$ cat src/rtl/core/slric_pkg.sv
// ----------------------------------------------------------------------------
// slric_pkg
// Shared types, codes and constant tables for the sidelink resource
// indication codec.
// ----------------------------------------------------------------------------
package slric_pkg;

  // Largest resource pool size the frequency encoder accepts
  localparam logic [4:0] MAX_SUBCH = 5'd27;

  localparam logic [4:0] NUM_SUBCH_RESET = 5'd10;

  // floor(x / 30) == (x * RECIP30) >> RECIP30_SHIFT for x below 1024
  localparam int unsigned RECIP30_SHIFT = 16;
  localparam logic [11:0] RECIP30       = 12'd2185;

  // Reservation counts
  localparam logic [1:0] NRES_NONE  = 2'd0;
  localparam logic [1:0] NRES_ONE   = 2'd1;
  localparam logic [1:0] NRES_TWO   = 2'd2;
  localparam logic [1:0] NRES_THREE = 2'd3;

  typedef enum logic [1:0] {
    MODE_TIME_ENC = 2'd0,
    MODE_FREQ_ENC = 2'd1,
    MODE_TIME_DEC = 2'd2
  } mode_t;

  typedef enum logic [1:0] {
    ERR_NONE    = 2'd0,
    ERR_COUNT   = 2'd1,
    ERR_OPERAND = 2'd2
  } err_t;

  // Prefix sums of k (or k*k) for k = 1..m, indexed by m
  typedef logic [31:0][13:0] sum_tab_t;

  function automatic sum_tab_t build_sum_tab(input bit squares);
    sum_tab_t    tab;
    int unsigned acc;
    acc    = 0;
    tab[0] = '0;
    for (int unsigned i = 1; i < 32; i++) begin
      acc    = acc + (squares ? i * i : i);
      tab[i] = 14'(acc);
    end
    return tab;
  endfunction

  localparam sum_tab_t LIN_SUM = build_sum_tab(1'b0);
  localparam sum_tab_t SQ_SUM  = build_sum_tab(1'b1);

  // Stage 1 to stage 2
  typedef struct packed {
    logic [1:0]  mode;
    logic [1:0]  nres;
    logic [4:0]  t1;
    logic [4:0]  gap;        // t2 - t1 - 1
    logic        t_bad;      // t2 <= t1
    logic        f_bad;
    logic [4:0]  s1;
    logic [13:0] sum_hi;
    logic [13:0] sum_lo;
    logic [10:0] s2_prod;
    logic [8:0]  tv;
    logic        r_ok;       // tv >= 31
    logic [8:0]  r;          // tv - 31
    logic [4:0]  qr;         // r / 30
    logic [9:0]  s;          // 962 - tv
    logic [5:0]  qs;         // s / 30
  } st1_t;

  // Stage 2 to output stage
  typedef struct packed {
    logic [1:0]  mode;
    logic [1:0]  nres;
    logic        t_bad;
    logic [12:0] t_value;
    logic        f_bad;
    logic [12:0] f_value;
    logic [8:0]  tv;
    logic        a_ok;
    logic [4:0]  a_c;
    logic [4:0]  a_t2;
    logic        b_ok;
    logic [4:0]  b_c;
    logic [4:0]  b_t2;
  } st2_t;

endpackage

$ cat src/rtl/core/sidelink_resource_indication_codec.sv
// ----------------------------------------------------------------------------
// sidelink_resource_indication_codec
// Encodes sidelink time/frequency resource indication values and decodes a
// time value back into its two slot offsets. Three register stages: operand
// checks, table lookups and divide-by-30 reciprocal multiplies, then candidate
// arithmetic, then the result select into the output register. A transaction
// can enter every cycle; a stalled output holds the whole pipeline. Write
// num_subchannels only while idle.
// ----------------------------------------------------------------------------
module sidelink_resource_indication_codec (
  input  logic        clk,
  input  logic        rst_n,
  input  logic        cfg_we,
  input  logic [4:0]  cfg_wdata,
  input  logic        in_valid,
  output logic        in_ready,
  input  logic [1:0]  in_mode,
  input  logic [1:0]  in_num_reserved,
  input  logic [4:0]  in_first_slot,
  input  logic [4:0]  in_second_slot,
  input  logic [8:0]  in_time_value_in,
  input  logic [4:0]  in_subch_length,
  input  logic [4:0]  in_first_start_subch,
  input  logic [4:0]  in_second_start_subch,
  output logic        out_valid,
  input  logic        out_ready,
  output logic [12:0] out_value_out,
  output logic [4:0]  out_first_slot_out,
  output logic [4:0]  out_second_slot_out,
  output logic [1:0]  out_error
);

  logic [4:0] num_subch_r;

  logic adv;
  logic v1_r, v2_r, out_valid_r;

  slric_pkg::st1_t st1_nxt, st1_r;
  slric_pkg::st2_t st2_nxt, st2_r;

  logic [12:0] value_nxt, value_r;
  logic [4:0]  slot1_nxt, slot1_r;
  logic [4:0]  slot2_nxt, slot2_r;
  logic [1:0]  err_nxt, err_r;

  // Whole pipeline moves when the output register is free or being drained
  assign adv      = !out_valid_r || out_ready;
  assign in_ready = adv;

  always_ff @(posedge clk) begin
    if (!rst_n) begin
      num_subch_r <= slric_pkg::NUM_SUBCH_RESET;
    end else if (cfg_we) begin
      num_subch_r <= cfg_wdata;
    end
  end

  always_ff @(posedge clk) begin
    if (!rst_n) begin
      v1_r        <= 1'b0;
      v2_r        <= 1'b0;
      out_valid_r <= 1'b0;
    end else if (adv) begin
      v1_r        <= in_valid;
      v2_r        <= v1_r;
      out_valid_r <= v2_r;
    end
  end

  always_ff @(posedge clk) begin
    if (adv) begin
      st1_r   <= st1_nxt;
      st2_r   <= st2_nxt;
      value_r <= value_nxt;
      slot1_r <= slot1_nxt;
      slot2_r <= slot2_nxt;
      err_r   <= err_nxt;
    end
  end

  // --------------------------------------------------------------------------
  // Stage 1: operand checks, prefix-sum lookups, reciprocal multiplies
  // --------------------------------------------------------------------------
  logic [4:0]  room;
  logic [5:0]  width_w;
  logic [20:0] mul_r;
  logic [21:0] mul_s;

  always_comb begin
    st1_nxt      = '0;
    st1_nxt.mode = in_mode;
    st1_nxt.nres = in_num_reserved;
    st1_nxt.t1   = in_first_slot;
    st1_nxt.gap  = in_second_slot - in_first_slot - 5'd1;
    st1_nxt.t_bad = (in_second_slot <= in_first_slot);

    room    = num_subch_r - in_subch_length;
    width_w = 6'(num_subch_r) + 6'd1 - 6'(in_subch_length);
    st1_nxt.f_bad = (num_subch_r == 5'd0) || (num_subch_r > slric_pkg::MAX_SUBCH) ||
                    (in_subch_length == 5'd0) || (in_subch_length > num_subch_r) ||
                    (in_first_start_subch > room) ||
                    ((in_num_reserved == slric_pkg::NRES_THREE) &&
                     (in_second_start_subch > room));
    st1_nxt.s1 = in_first_start_subch;
    if (in_num_reserved == slric_pkg::NRES_TWO) begin
      st1_nxt.sum_hi = slric_pkg::LIN_SUM[num_subch_r];
      st1_nxt.sum_lo = slric_pkg::LIN_SUM[width_w[4:0]];
      st1_nxt.s2_prod = '0;
    end else begin
      st1_nxt.sum_hi = slric_pkg::SQ_SUM[num_subch_r];
      st1_nxt.sum_lo = slric_pkg::SQ_SUM[width_w[4:0]];
      st1_nxt.s2_prod = 11'(in_second_start_subch) * 11'(width_w);
    end

    st1_nxt.tv   = in_time_value_in;
    st1_nxt.r_ok = (in_time_value_in >= 9'd31);
    st1_nxt.r    = in_time_value_in - 9'd31;
    st1_nxt.s    = 10'd962 - 10'(in_time_value_in);
    mul_r = 21'(st1_nxt.r) * 21'(slric_pkg::RECIP30);
    mul_s = 22'(st1_nxt.s) * 22'(slric_pkg::RECIP30);
    st1_nxt.qr = mul_r[slric_pkg::RECIP30_SHIFT +: 5];
    st1_nxt.qs = mul_s[slric_pkg::RECIP30_SHIFT +: 6];
  end

  // --------------------------------------------------------------------------
  // Stage 2: encoder values and best decode candidate of each gap branch
  // --------------------------------------------------------------------------
  logic [12:0] t_gap_v;
  logic [14:0] f_sum;
  logic [3:0]  a_d;
  logic [9:0]  a_c;
  logic [4:0]  b_d;
  logic [9:0]  b_c;

  always_comb begin
    st2_nxt      = '0;
    st2_nxt.mode = st1_r.mode;
    st2_nxt.nres = st1_r.nres;
    st2_nxt.tv   = st1_r.tv;

    // Short gap wraps forward from 31, long gap folds back from 62
    if (st1_r.gap <= 5'd15) begin
      t_gap_v = 13'(st1_r.gap) * 13'd30 + 13'(st1_r.t1) + 13'd31;
    end else begin
      t_gap_v = 13'(5'd30 - st1_r.gap) * 13'd30 + 13'd62 - 13'(st1_r.t1);
    end
    st2_nxt.t_bad = st1_r.t_bad;
    priority if (st1_r.nres == slric_pkg::NRES_ONE) begin
      st2_nxt.t_value = '0;
    end else if (st1_r.nres == slric_pkg::NRES_TWO) begin
      st2_nxt.t_value = 13'(st1_r.t1);
    end else begin
      st2_nxt.t_value = t_gap_v;
    end

    f_sum = 15'(st1_r.s1) + 15'(st1_r.s2_prod) + 15'(st1_r.sum_hi - st1_r.sum_lo);
    st2_nxt.f_bad   = st1_r.f_bad;
    st2_nxt.f_value = f_sum[12:0];

    // Largest gap gives the smallest first offset in each branch
    a_d          = (st1_r.qr > 5'd15) ? 4'd15 : st1_r.qr[3:0];
    a_c          = 10'(st1_r.r) - 10'(a_d) * 10'd30;
    st2_nxt.a_ok = st1_r.r_ok && ((a_c + 10'(a_d)) <= 10'd30);
    st2_nxt.a_c  = a_c[4:0];
    st2_nxt.a_t2 = a_c[4:0] + 5'(a_d) + 5'd1;

    b_d          = (st1_r.qs > 6'd30) ? 5'd30 : st1_r.qs[4:0];
    b_c          = st1_r.s - 10'(b_d) * 10'd30;
    st2_nxt.b_ok = (b_d >= 5'd16) && ((b_c + 10'(b_d)) <= 10'd30);
    st2_nxt.b_c  = b_c[4:0];
    st2_nxt.b_t2 = b_c[4:0] + b_d + 5'd1;
  end

  // --------------------------------------------------------------------------
  // Stage 3: pick the result by mode and error precedence
  // --------------------------------------------------------------------------
  logic pick_a;

  always_comb begin
    value_nxt = '0;
    slot1_nxt = '0;
    slot2_nxt = '0;
    err_nxt   = slric_pkg::ERR_NONE;
    // Same first offset in both branches: the short-gap fit is tried first
    pick_a    = st2_r.a_ok && (!st2_r.b_ok || (st2_r.a_c <= st2_r.b_c));

    priority if ((st2_r.nres == slric_pkg::NRES_NONE) ||
                 ((st2_r.mode == slric_pkg::MODE_FREQ_ENC) &&
                  (st2_r.nres < slric_pkg::NRES_TWO))) begin
      err_nxt = slric_pkg::ERR_COUNT;
    end else begin
      unique case (st2_r.mode)
        slric_pkg::MODE_TIME_ENC: begin
          if ((st2_r.nres == slric_pkg::NRES_THREE) && st2_r.t_bad) begin
            err_nxt = slric_pkg::ERR_OPERAND;
          end else begin
            value_nxt = st2_r.t_value;
          end
        end
        slric_pkg::MODE_FREQ_ENC: begin
          if (st2_r.f_bad) begin
            err_nxt = slric_pkg::ERR_OPERAND;
          end else begin
            value_nxt = st2_r.f_value;
          end
        end
        slric_pkg::MODE_TIME_DEC: begin
          priority if (st2_r.nres == slric_pkg::NRES_ONE) begin
            err_nxt = slric_pkg::ERR_NONE;
          end else if (st2_r.nres == slric_pkg::NRES_TWO) begin
            if (st2_r.tv > 9'd31) begin
              err_nxt = slric_pkg::ERR_OPERAND;
            end else begin
              slot1_nxt = st2_r.tv[4:0];
            end
          end else if (pick_a) begin
            slot1_nxt = st2_r.a_c;
            slot2_nxt = st2_r.a_t2;
          end else if (st2_r.b_ok) begin
            slot1_nxt = st2_r.b_c;
            slot2_nxt = st2_r.b_t2;
          end else begin
            err_nxt = slric_pkg::ERR_OPERAND;
          end
        end
        default: begin
          err_nxt = slric_pkg::ERR_OPERAND;
        end
      endcase
    end
  end

  assign out_valid           = out_valid_r;
  assign out_value_out       = value_r;
  assign out_first_slot_out  = slot1_r;
  assign out_second_slot_out = slot2_r;
  assign out_error           = err_r;

`ifndef NO_ASSERTIONS
  a_err_clears_payload: assert property (@(posedge clk) disable iff (!rst_n)
    (out_valid && (out_error != slric_pkg::ERR_NONE)) |->
      ((out_value_out == 13'd0) && (out_first_slot_out == 5'd0) &&
       (out_second_slot_out == 5'd0)))
    else $error("error result carries nonzero payload");

  a_decode_order: assert property (@(posedge clk) disable iff (!rst_n)
    (out_valid && (out_error == slric_pkg::ERR_NONE) && (out_second_slot_out != 5'd0)) |->
      ((out_second_slot_out > out_first_slot_out) && (out_value_out == 13'd0)))
    else $error("decoded slots out of order or mixed with encoded value");

  a_stage_to_output: assert property (@(posedge clk) disable iff (!rst_n)
    (v2_r && adv) |=> out_valid)
    else $error("transaction lost between last stage and output register");
`endif

endmodule
$ cat config.mk
export PLATFORM = sky130hd
export DESIGN_NAME = sidelink_resource_indication_codec
export DESIGN_NICKNAME = d
export VERILOG_FILES = /design/src/rtl/core/slric_pkg.sv /design/src/rtl/core/sidelink_resource_indication_codec.sv
export SDC_FILE = /design/constraint.sdc
export NUM_CORES = 1
export LEC_CHECK = 0
export BUFFER_PORTS_ARGS = -buffer_cell sky130_fd_sc_hd__clkbuf_2
export CAP_MARGIN = 20
export CORE_ASPECT_RATIO = 0.8
export CORE_MARGIN = 3
export CORE_UTILIZATION = 45
export DETAILED_ROUTE_END_ITERATION = 10
export HOLD_SLACK_MARGIN = 0.12
export MAX_ROUTING_LAYER = met4
export SETUP_SLACK_MARGIN = 0.4
export SLEW_MARGIN = 15
export SYNTH_ARGS = -nofsm -noshare
export SYNTH_HDL_FRONTEND = slang
export SYNTH_SLANG_ARGS = --single-unit
$ cat constraint.sdc
create_clock -name clk -period 6.1 [get_ports clk]
set_input_delay 0 -clock clk [delete_from_list [all_inputs] [get_ports clk]]
set_output_delay 0 -clock clk [all_outputs]
set_load 0.02 [all_outputs]
; Word level (Yosys, flattened, before mapping)
; Memories as Yosys holds them, arrays and structs flattened. A register that Yosys moved wholly into a read port is not among the register bits.
; Cells that the tools add are included.
[totals]
register_bits = 194
mem_bits_ro = 1792
inputBits = 48
n_memories = 4
[mem_list]
columns = name, depth, width, read_ports, rd_clocked_by_memory_dff, write_ports, line_no
row1 = (name not given), 32, 14, 1, 0, 0, sidelink_resource_indication_codec.sv:111  ; st1_nxt.sum_lo = slric_pkg::SQ_SUM[width_w[4:0]];
row2 = (name not given), 32, 14, 1, 1, 0, sidelink_resource_indication_codec.sv:110  ; st1_nxt.sum_hi = slric_pkg::SQ_SUM[num_subch_r];
row3 = (name not given), 32, 14, 1, 0, 0, sidelink_resource_indication_codec.sv:107  ; st1_nxt.sum_lo = slric_pkg::LIN_SUM[width_w[4:0]];
row4 = (name not given), 32, 14, 1, 1, 0, sidelink_resource_indication_codec.sv:106  ; st1_nxt.sum_hi = slric_pkg::LIN_SUM[num_subch_r];
[op_classes]
add_sub_neg = 23
n_mul = 7
magnitude_cmp = 17
eq_ne = 9
mux = 30
bitwise = 1
reduce_logical = 23
[ops]
columns = cell, count
row1 = $mux W13, 5
row2 = $mux W5, 12
row3 = $mux W38, 1
row4 = $mux W14, 2
row5 = $pmux W13 S2, 1
row6 = $mul A10 B12 Y22 const B, 1
row7 = $mul A9 B12 Y21 const B, 1
row8 = $le A10 B5 Y1 const B, 2
row9 = $mul A5 B4 Y9 const B, 2
row10 = $gt A5 B5 Y1, 3
row11 = $mux W2, 7
row12 = $add A12 B13 Y13, 1
row13 = $add A13 B6 Y13 const B, 1
row14 = $mul A13 B4 Y12 const B, 1
row15 = $sub A13 B13 Y13, 1
row16 = $sub A13 B5 Y13, 1
row17 = $add A11 B5 Y12 const B, 1
row18 = $add A5 B11 Y12, 1
row19 = $eq A2 B2 Y1 const B, 6
row20 = $lt A5 B6 Y1 const B, 2
row21 = $add A10 B5 Y11, 1
row22 = $mul A5 B6 Y11, 1
row23 = $add A10 B4 Y10, 1
row24 = $add A10 B5 Y10, 1
row25 = 34 further kinds, 54

; Depth between registers and ports, before layout
; Gate-level depths: netlist (run 1).
[logic_depth]
ltp_word = 7
depth_mapped = 21
depth_no_buf = 21

; Worst setup path before layout (run 1)
; No wires, ideal clock.
[synth_path]
path_kind = reg-to-reg
from = register out_valid_r, in the netlist out_valid
to = register out_valid_r, in the netlist out_valid
setup_time_ns = 0.367
arrival_time_ns = 5.215
t_required_ns = 5.733
slack_ns = 0.518
stages_incl_launch_ff = 3
n_path_buf = 0
cell_sequence = dfxtp_1 nand2b_1 a21boi_0
[synth_via]
elab_chain_len = 2
[synth_lines]
columns = element, line_no
row1 = "start, declared", sidelink_resource_indication_codec.sv:36  ; logic v1_r, v2_r, out_valid_r;
row2 = "start signal, assigned", sidelink_resource_indication_codec.sv:66  ; out_valid_r <= v2_r;
row3 = $logic_not A1 Y1, sidelink_resource_indication_codec.sv:47  ; assign adv = !out_valid_r || out_ready;
row4 = $logic_or A1 B1 Y1, sidelink_resource_indication_codec.sv:47
row5 = net in_ready, sidelink_resource_indication_codec.sv:16  ; output logic in_ready,
; The timed path passes the listed nets, and every way through them passes these cells.
; A chain may end at the register's enable or synchronous reset.

; Worst setup path after layout (run 1)
[layout_path]
from = register st1_r[88] (netlist name)
to = register st2_r[56] (netlist name) (data pin)
[layout_via]
elab_chain_len = 5
[layout_lines]
columns = element, line_no
row1 = "start, declared", sidelink_resource_indication_codec.sv:38  ; slric_pkg::st1_t st1_nxt, st1_r;
row2 = "start signal, assigned", sidelink_resource_indication_codec.sv:72  ; st1_r <= st1_nxt;
row3 = $sub A5 B5 Y6, sidelink_resource_indication_codec.sv:145  ; t_gap_v = 13'(5'd30 - st1_r.gap) * 13'd30 + 13'd62 - 13'(st1_r.t1);
row4 = $mul A13 B4 Y12, sidelink_resource_indication_codec.sv:145
row5 = $add A13 B6 Y13, sidelink_resource_indication_codec.sv:145
row6 = $sub A13 B5 Y13, sidelink_resource_indication_codec.sv:145
row7 = $mux W13 *, sidelink_resource_indication_codec.sv:142  ; if (st1_r.gap <= 5'd15) begin
row8 = "end signal, assigned", sidelink_resource_indication_codec.sv:73  ; st2_r <= st2_nxt;
row9 = "end, declared", sidelink_resource_indication_codec.sv:39  ; slric_pkg::st2_t st2_nxt, st2_r;
; Mark *: on every way between the ends. The rest lies on a longest branch, timed or not.

==> results.md, run 1 <==
* Status: complete, no violations
* Die height at 183 um
* DRC Markers at 0
* Initial DRT Pass Iterations at 6
* Dpl cells at 2288
* # setup viols final at 0
* Iter 0 DRT Violations at 759
* Met2 Use GR at 28.4%
* Hold WS at 0.187 ns
* CTS tree: done
* Commonest non-fill, non-tap cell in the layout: inv_1
* Ports at 75
* Post-synth top area cell: edfxtp_1
* Core area at 0.0384 mm^2
* Final Wtd Congestion at 0.846
* Clock latency on the worst-skew pair at 0.53 ns
* Mapped Area at 0.0176 mm^2
* WS Path Type: reg -> reg
* Global-route wire length before repair at 62.0 mm
* Dpl cell area at 0.0185 mm^2
* Die area at 0.0416 mm^2
* Startpoint Class: register
* Final instance area at 0.0197 mm^2
* Slowest stage delay, CP at 0.61 ns
* Final Skew at 0.0102 ns
* Crit path DAT at 5.53 ns
* CTS root buffer: clkbuf_16
* Vias in the first global route at 12300
* Max-Cap Viols at 0
* Min-Delay Path Class: in -> reg
* CTS buffer count at 24
* Maximum number of pins on one net before global-route repair at 188
* Syn Area/Cell at 10.0 um^2
* Critical path required time at 6.38 ns
* Global routing met3 resource utilization at 2.54%
* Final Max Tran Viols at 0
* Tmin final at 5.25 ns
* DR vias at 12300
* Port Buffers at 74
* Share of cells above drive strength 1 at 8.29%
* Clk pin slew, worst setup/hold paths at 0.06 ns
* Clock sink count at 212
* Top cell type's share of synthesized area at 31.2%
* Measured slew at the worst slew-check pin at 1.05 ns
* Crit-path leading delay family: adder cells
* Syn Nets at 2150
* Area Overhead vs Synth at 12.2%
* FP Rows at 64
* Synth Flop Type: edfxtp_1
* Fin cells at 2376
* Total wire length at 37.2 mm
* Max Clock Freq at 191 MHz
* Post-synth EDFFs at 183
* Initial antenna violation count at 0
* Total negative setup slack at 0 ns
* Worst setup EP type: register
* Relative slew slack at 30.0%
* RSZ-0062 raised after global routing: no
* Tcrit/Tclk final at 86.0%
* DR WL/cell at 15.7 um
* Post-route ant nets at 0
* Yosys cell types at 85
* FFs w/ async S/R, synth at 0%
* Post-detail-place hpwl at 28.8 mm
* WP buf/inv at 3
* Busiest layer in global routing: met2
* Highest-count cells in the layout ignoring fill and taps: 269 x inv_1, 265 x ha_1, 183 x edfxtp_1, 145 x nand2_1, 103 x a21oi_1
* Overflow after GRT at 0
* Largest cells by area after synthesis: edfxtp_1 31%, ha_1 19%, fa_1 9.0%
* Cells after synthesis at 1758
* FF+latch count, synth at 212
* H-tree depth at 1
* Drt via density at 5.16
* Met1 Usage GRT at 27.6%
* Gr usage total at 18.9%
* Die X at 227 um
* Starting Density at 45.8%
* Worst path slowest cell: edfxtp_1
* N_diodes at 0
* Final hold violation count at 0
* YS warnings at 0
* Critical Path Fanout Max at 10
* Bufs on Longest Clock Path at 3
* Register area share after synthesis at 34.5%
* Cell chain of the critical path: ha_1 -> inv_1 -> o21ai_1 -> xnor2_2 -> inv_1 -> fa_1 -> inv_1 -> fa_1 -> ha_1 -> nor2b_1 -> o21ai_1 -> a21oi_1 -> o21a_1 -> or3_1 -> and2_1 -> ha_1 -> a21o_1 -> a31oi_1 -> xor2_1 -> nor2_1
* Final #Nets at 2256
## path summary, 6_finish.rpt
| check | from | to | slack [ns] | cells after the start |
|---|---|---|---|---|
| worst max-delay path | st1_r[88] | st2_r[56] | 0.85 | 20 |
| worst min-delay path | in_mode[0] | st1_r[98] | 0.19 | 2 |
| worst max register to register | st1_r[88] | st2_r[56] | 0.85 | 20 |
| worst min register to register | st1_nxt[65] | st1_r[65] | 0.42 | 0 |
## layer usage
| layer | routed length [um] | share of wire, % |
|---|---|---|
| met1 | 19000 | 51 |
| met2 | 16000 | 43 |
| met3 | 1560 | 4.2 |
| met4 | 626 | 1.7 |
| met5 | 0 | 0 |
## area by class of cell
| cell class | count | area, um^2 |
|---|---|---|
| Timing Repair Buffer | 127 | 891 |
| Fill cell | 3501 | 18700 |
| Clock inverter | 15 | 173 |
| Clock buffer | 28 | 616 |
| Tap cell | 495 | 619 |
| Inverter | 271 | 1020 |
| Sequential cell | 212 | 6080 |
| Multi-Input combinational cell | 1228 | 10400 |
## metrics by stage
stage	setup slack, ns	utilization [%]
after CTS	0.695	51.3
after global routing	0.455	51.4
final	0.855	51.4
after floorplan	0.518	-
after global placement	0.572	48.1
after detailed placement	0.406	48.1
## repair_timing
item                                   4_1_cts  5_1_grt
setup buffers                                0        3
pin swaps                                    0        1
resized for setup                            1        0
hold buffers                                41        0
setup endpoints to repair                    1        1
endpoints found under the hold margin       54        0
## logic make-up (layout without fill, tap and decap cells)
family,count (synthesis),count (layout),share of synthesized area (%)
flip-flops,212,212,34.5
buffers and inverters,318,441,6.84
XOR/XNOR,114,114,5.67
AND/OR/NAND/NOR,396,396,10.9
multiplexers,12,12,0.831
AO/OA/AOI/OAI,362,362,13.4
adder cells (fa/ha/maj),344,344,27.8
## worst reg2reg max path: cells and delay by family, from the launching register on
| kind | cells | cell delay, ns |
|---|---|---|
| AO/OA/AOI/OAI | 6 | 1.08 |
| XOR/XNOR | 2 | 0.39 |
| adder cells (fa/ha/maj) | 5 | 1.95 |
| buffers and inverters | 3 | 0.24 |
| flip-flops | 1 | 0.61 |
| AND/OR/NAND/NOR | 4 | 0.73 |
## Yosys cell counts (6+ instances only)
cell / number
fa_1: 79
and2_1: 26
or2_2: 7
nand2_1: 145
or3_1: 10
xnor2_1: 83
and3_1: 6
o21ai_0: 67
nor2_1: 83
nand4_1: 10
a31oi_1: 14
o21bai_1: 15
nor2b_1: 26
buf_1: 7
a22oi_1: 14
ha_1: 265
a21oi_1: 103
inv_1: 269
clkbuf_1: 36
mux2i_1: 9
o21a_1: 14
o22ai_1: 7
o211ai_1: 16
o21ai_1: 9
nor3_1: 20
nand3_1: 24
a211oi_1: 19
nand2b_1: 15
a21o_1: 25
dfxtp_1: 29
xor2_1: 31
edfxtp_1: 183
## state kept, by name (all words and copies together), names as in the netlist, named ones only
register,cells
out_second_slot_out,5
v2_r,1
st2_r,62
num_subch_r,5
out_first_slot_out,5
out_valid,1
v1_r,1
out_error,2
out_value_out,13
st1_r,96
st1_nxt,1
Power of run 1 is not shown: default switching activity piles up to over one toggle a cycle in this logic, so the estimate is an artifact.
==> inputs of run 2 (changes only) <==
CTS_BUF_LIST = sky130_fd_sc_hd__clkbuf_8   (was unset)
HOLD_SLACK_MARGIN = unset   (was 0.12)
==> run 2 against run 1 <==
Effect of this change: setup slack better by 0.0013 ns; first-iteration DRC count decreased by 3.0%; clock skew increased by 0.040 ns; design area fell by 0.37%; worst hold slack got worse by 0.12 ns; utilization shrank 0.19 points; flip-flop and latch count stayed put.
==> results.md, run 2 (same netlist as run 1, synthesis figures left out) <==
* Die area at 0.0416 mm^2 (unchanged)
* Tmin final at 5.24 ns (-0.00135 ns)
* Largest Register: st1_r
* Iter 0 DRT Violations at 736 (-3.0%)
* Final Wtd Congestion at 0.846 (unchanged)
* Critical path required time at 6.43 ns (+0.05 ns)
* Drt via density at 5.15 (about the same)
* Highest-count cells in the layout ignoring fill and taps: 281 x inv_1, 265 x ha_1, 183 x edfxtp_1, 145 x nand2_1, 103 x a21oi_1
* Cell chain of the critical path: ha_1 -> inv_1 -> o21ai_1 -> xnor2_2 -> inv_1 -> fa_1 -> inv_1 -> fa_1 -> ha_1 -> nor2b_1 -> o21ai_1 -> a21oi_1 -> o21a_1 -> or3_1 -> and2_1 -> ha_1 -> a21o_1 -> a31oi_1 -> xor2_1 -> nor2_1
* Ports at 75 (unchanged)
* Overflow after GRT at 0 (unchanged)
* Max-Cap Viols at 0 (unchanged)
* Clock latency on the worst-skew pair at 0.57 ns (+0.04 ns)
* Relative slew slack at 30.6% (+0.66 points)
* Dpl cell area at 0.0185 mm^2 (unchanged)
* Final Max Tran Viols at 0 (unchanged)
* Tcrit/Tclk final at 86.0% (about the same)
* RSZ-0062 raised after global routing: no
* Clock sink count at 212 (unchanged)
* Total wire length at 37.2 mm (about the same)
* Port Buffers at 74 (unchanged)
* Bufs on Longest Clock Path at 3 (unchanged)
* Final hold violation count at 0 (unchanged)
* Initial DRT Pass Iterations at 5 (-1)
* Largest register FFs at 96 (unchanged)
* Worst path slowest cell: edfxtp_1
* Share of cells above drive strength 1 at 8.89% (+0.59 points)
* DR vias at 12400 (+0.82%)
* Startpoint Class: register
* CTS root buffer: clkbuf_8
* Crit-path leading delay family: adder cells
* Final Skew at 0.0500 ns (+0.0398 ns)
* Hold WS at 0.0704 ns (-0.117 ns)
* CTS buffer count at 39 (+63%)
* Die height at 183 um (unchanged)
* Measured slew at the worst slew-check pin at 1.04 ns (-0.00988 ns)
* Die X at 227 um (unchanged)
* Core area at 0.0384 mm^2 (unchanged)
* Commonest non-fill, non-tap cell in the layout: inv_1
* Initial antenna violation count at 0 (unchanged)
* Final #Nets at 2268 (+0.53%)
* DR WL/cell at 15.5 um (-0.93%)
* Global-route wire length before repair at 62.2 mm (+0.23%)
* Maximum number of pins on one net before global-route repair at 188 (unchanged)
* Vias in the first global route at 12400 (+0.89%)
* # setup viols final at 0 (unchanged)
* WS Path Type: reg -> reg
* WP buf/inv at 3 (unchanged)
* Starting Density at 45.8% (unchanged)
* DRC Markers at 0 (unchanged)
* Area Overhead vs Synth at 11.7%
* Worst setup EP type: register
* Crit path DAT at 5.57 ns (+0.04 ns)
* N_diodes at 0 (unchanged)
* Final instance area at 0.0197 mm^2 (-0.37%)
* Slowest stage delay, CP at 0.62 ns (about the same)
* FP Rows at 64 (unchanged)
* Post-route ant nets at 0 (unchanged)
* Max Clock Freq at 191 MHz (about the same)
* H-tree depth at 2 (+1)
* Total negative setup slack at 0 ns (unchanged)
* CTS tree: done
* Clk pin slew, worst setup/hold paths at 0.07 ns (about the same)
* Status: complete, no violations
* Post-detail-place hpwl at 28.8 mm (unchanged)
* Min-Delay Path Class: in -> reg
* Gr usage total at 19.0% (+0.11 points)
* Critical Path Fanout Max at 10 (unchanged)
## run 2: cell types whose count changed in the layout (fill, tap and decap cells not counted), sizes merged
cell	previous run	this run
bufinv	3	2
clkbuf	102	116
clkinvlp	2	1
dlygate4sd3	41	38
inv	273	285
## run 2: path summary, 6_finish.rpt
| kind | start | end | slack [ns] | cells after the start |
|---|---|---|---|---|
| worst max-delay path | st1_r[88] | st2_r[56] | 0.86 | 20 |
| worst max register to register | st1_r[88] | st2_r[56] | 0.86 | 20 |
| worst min register to register | st1_r[32] | st2_r[23] | 0.42 | 0 |
| worst min-delay path | cfg_we | num_subch_r[0] | 0.07 | 5 |
## run 2: metal layers
metal,global-route usage (%),part of all wire (%),vias up
met2,28.3,43,230
met4,3.94,1.6,0
met3,2.93,4.3,44
li1,-,-,6303
met5,-,0,-
met1,27.6,52,5779
## run 2: worst register-to-register path, stage by stage (launching register included)
cell	delay, ns
edfxtp_1	0.62
ha_1	0.25
inv_1	0.04
o21ai_1	0.29
xnor2_2	0.21
inv_1	0.15
fa_1	0.55
inv_1	0.05
fa_1	0.47
ha_1	0.35
nor2b_1	0.14
o21ai_1	0.14
a21oi_1	0.10
o21a_1	0.18
or3_1	0.35
and2_1	0.18
ha_1	0.33
a21o_1	0.19
a31oi_1	0.18
xor2_1	0.17
nor2_1	0.05
## run 2: final cells by class
class	instances	area (um^2)
inverter	271	1020
clock inverter	25	166
fill	3509	18800
clock buffer	42	578
tap	495	619
sequential	212	6080
multi-input combinational	1228	10400
timing repair buffer	124	861
## run 2: through the flow
stage / utilization (%) / setup slack [ns] / std cells
after global placement: 48.1 / 0.572 / 2288
after CTS: 51.1 / 0.693 / 2393
after global routing: 51.2 / 0.454 / 2397
after floorplan: - / 0.518 / 1758
final: 51.2 / 0.856 / 2397
after detailed placement: 48.1 / 0.406 / 2288
## run 2: timing repair
action / in CTS / in global routing
endpoints found under the setup margin: 1 / 1
setup buffers: 0 / 3
hold buffers: 38 / 0
hold endpoints to repair: 39 / 0
pin swaps: 0 / 1
gates resized for setup: 1 / 0
Power of run 2 is left out for the same reason.
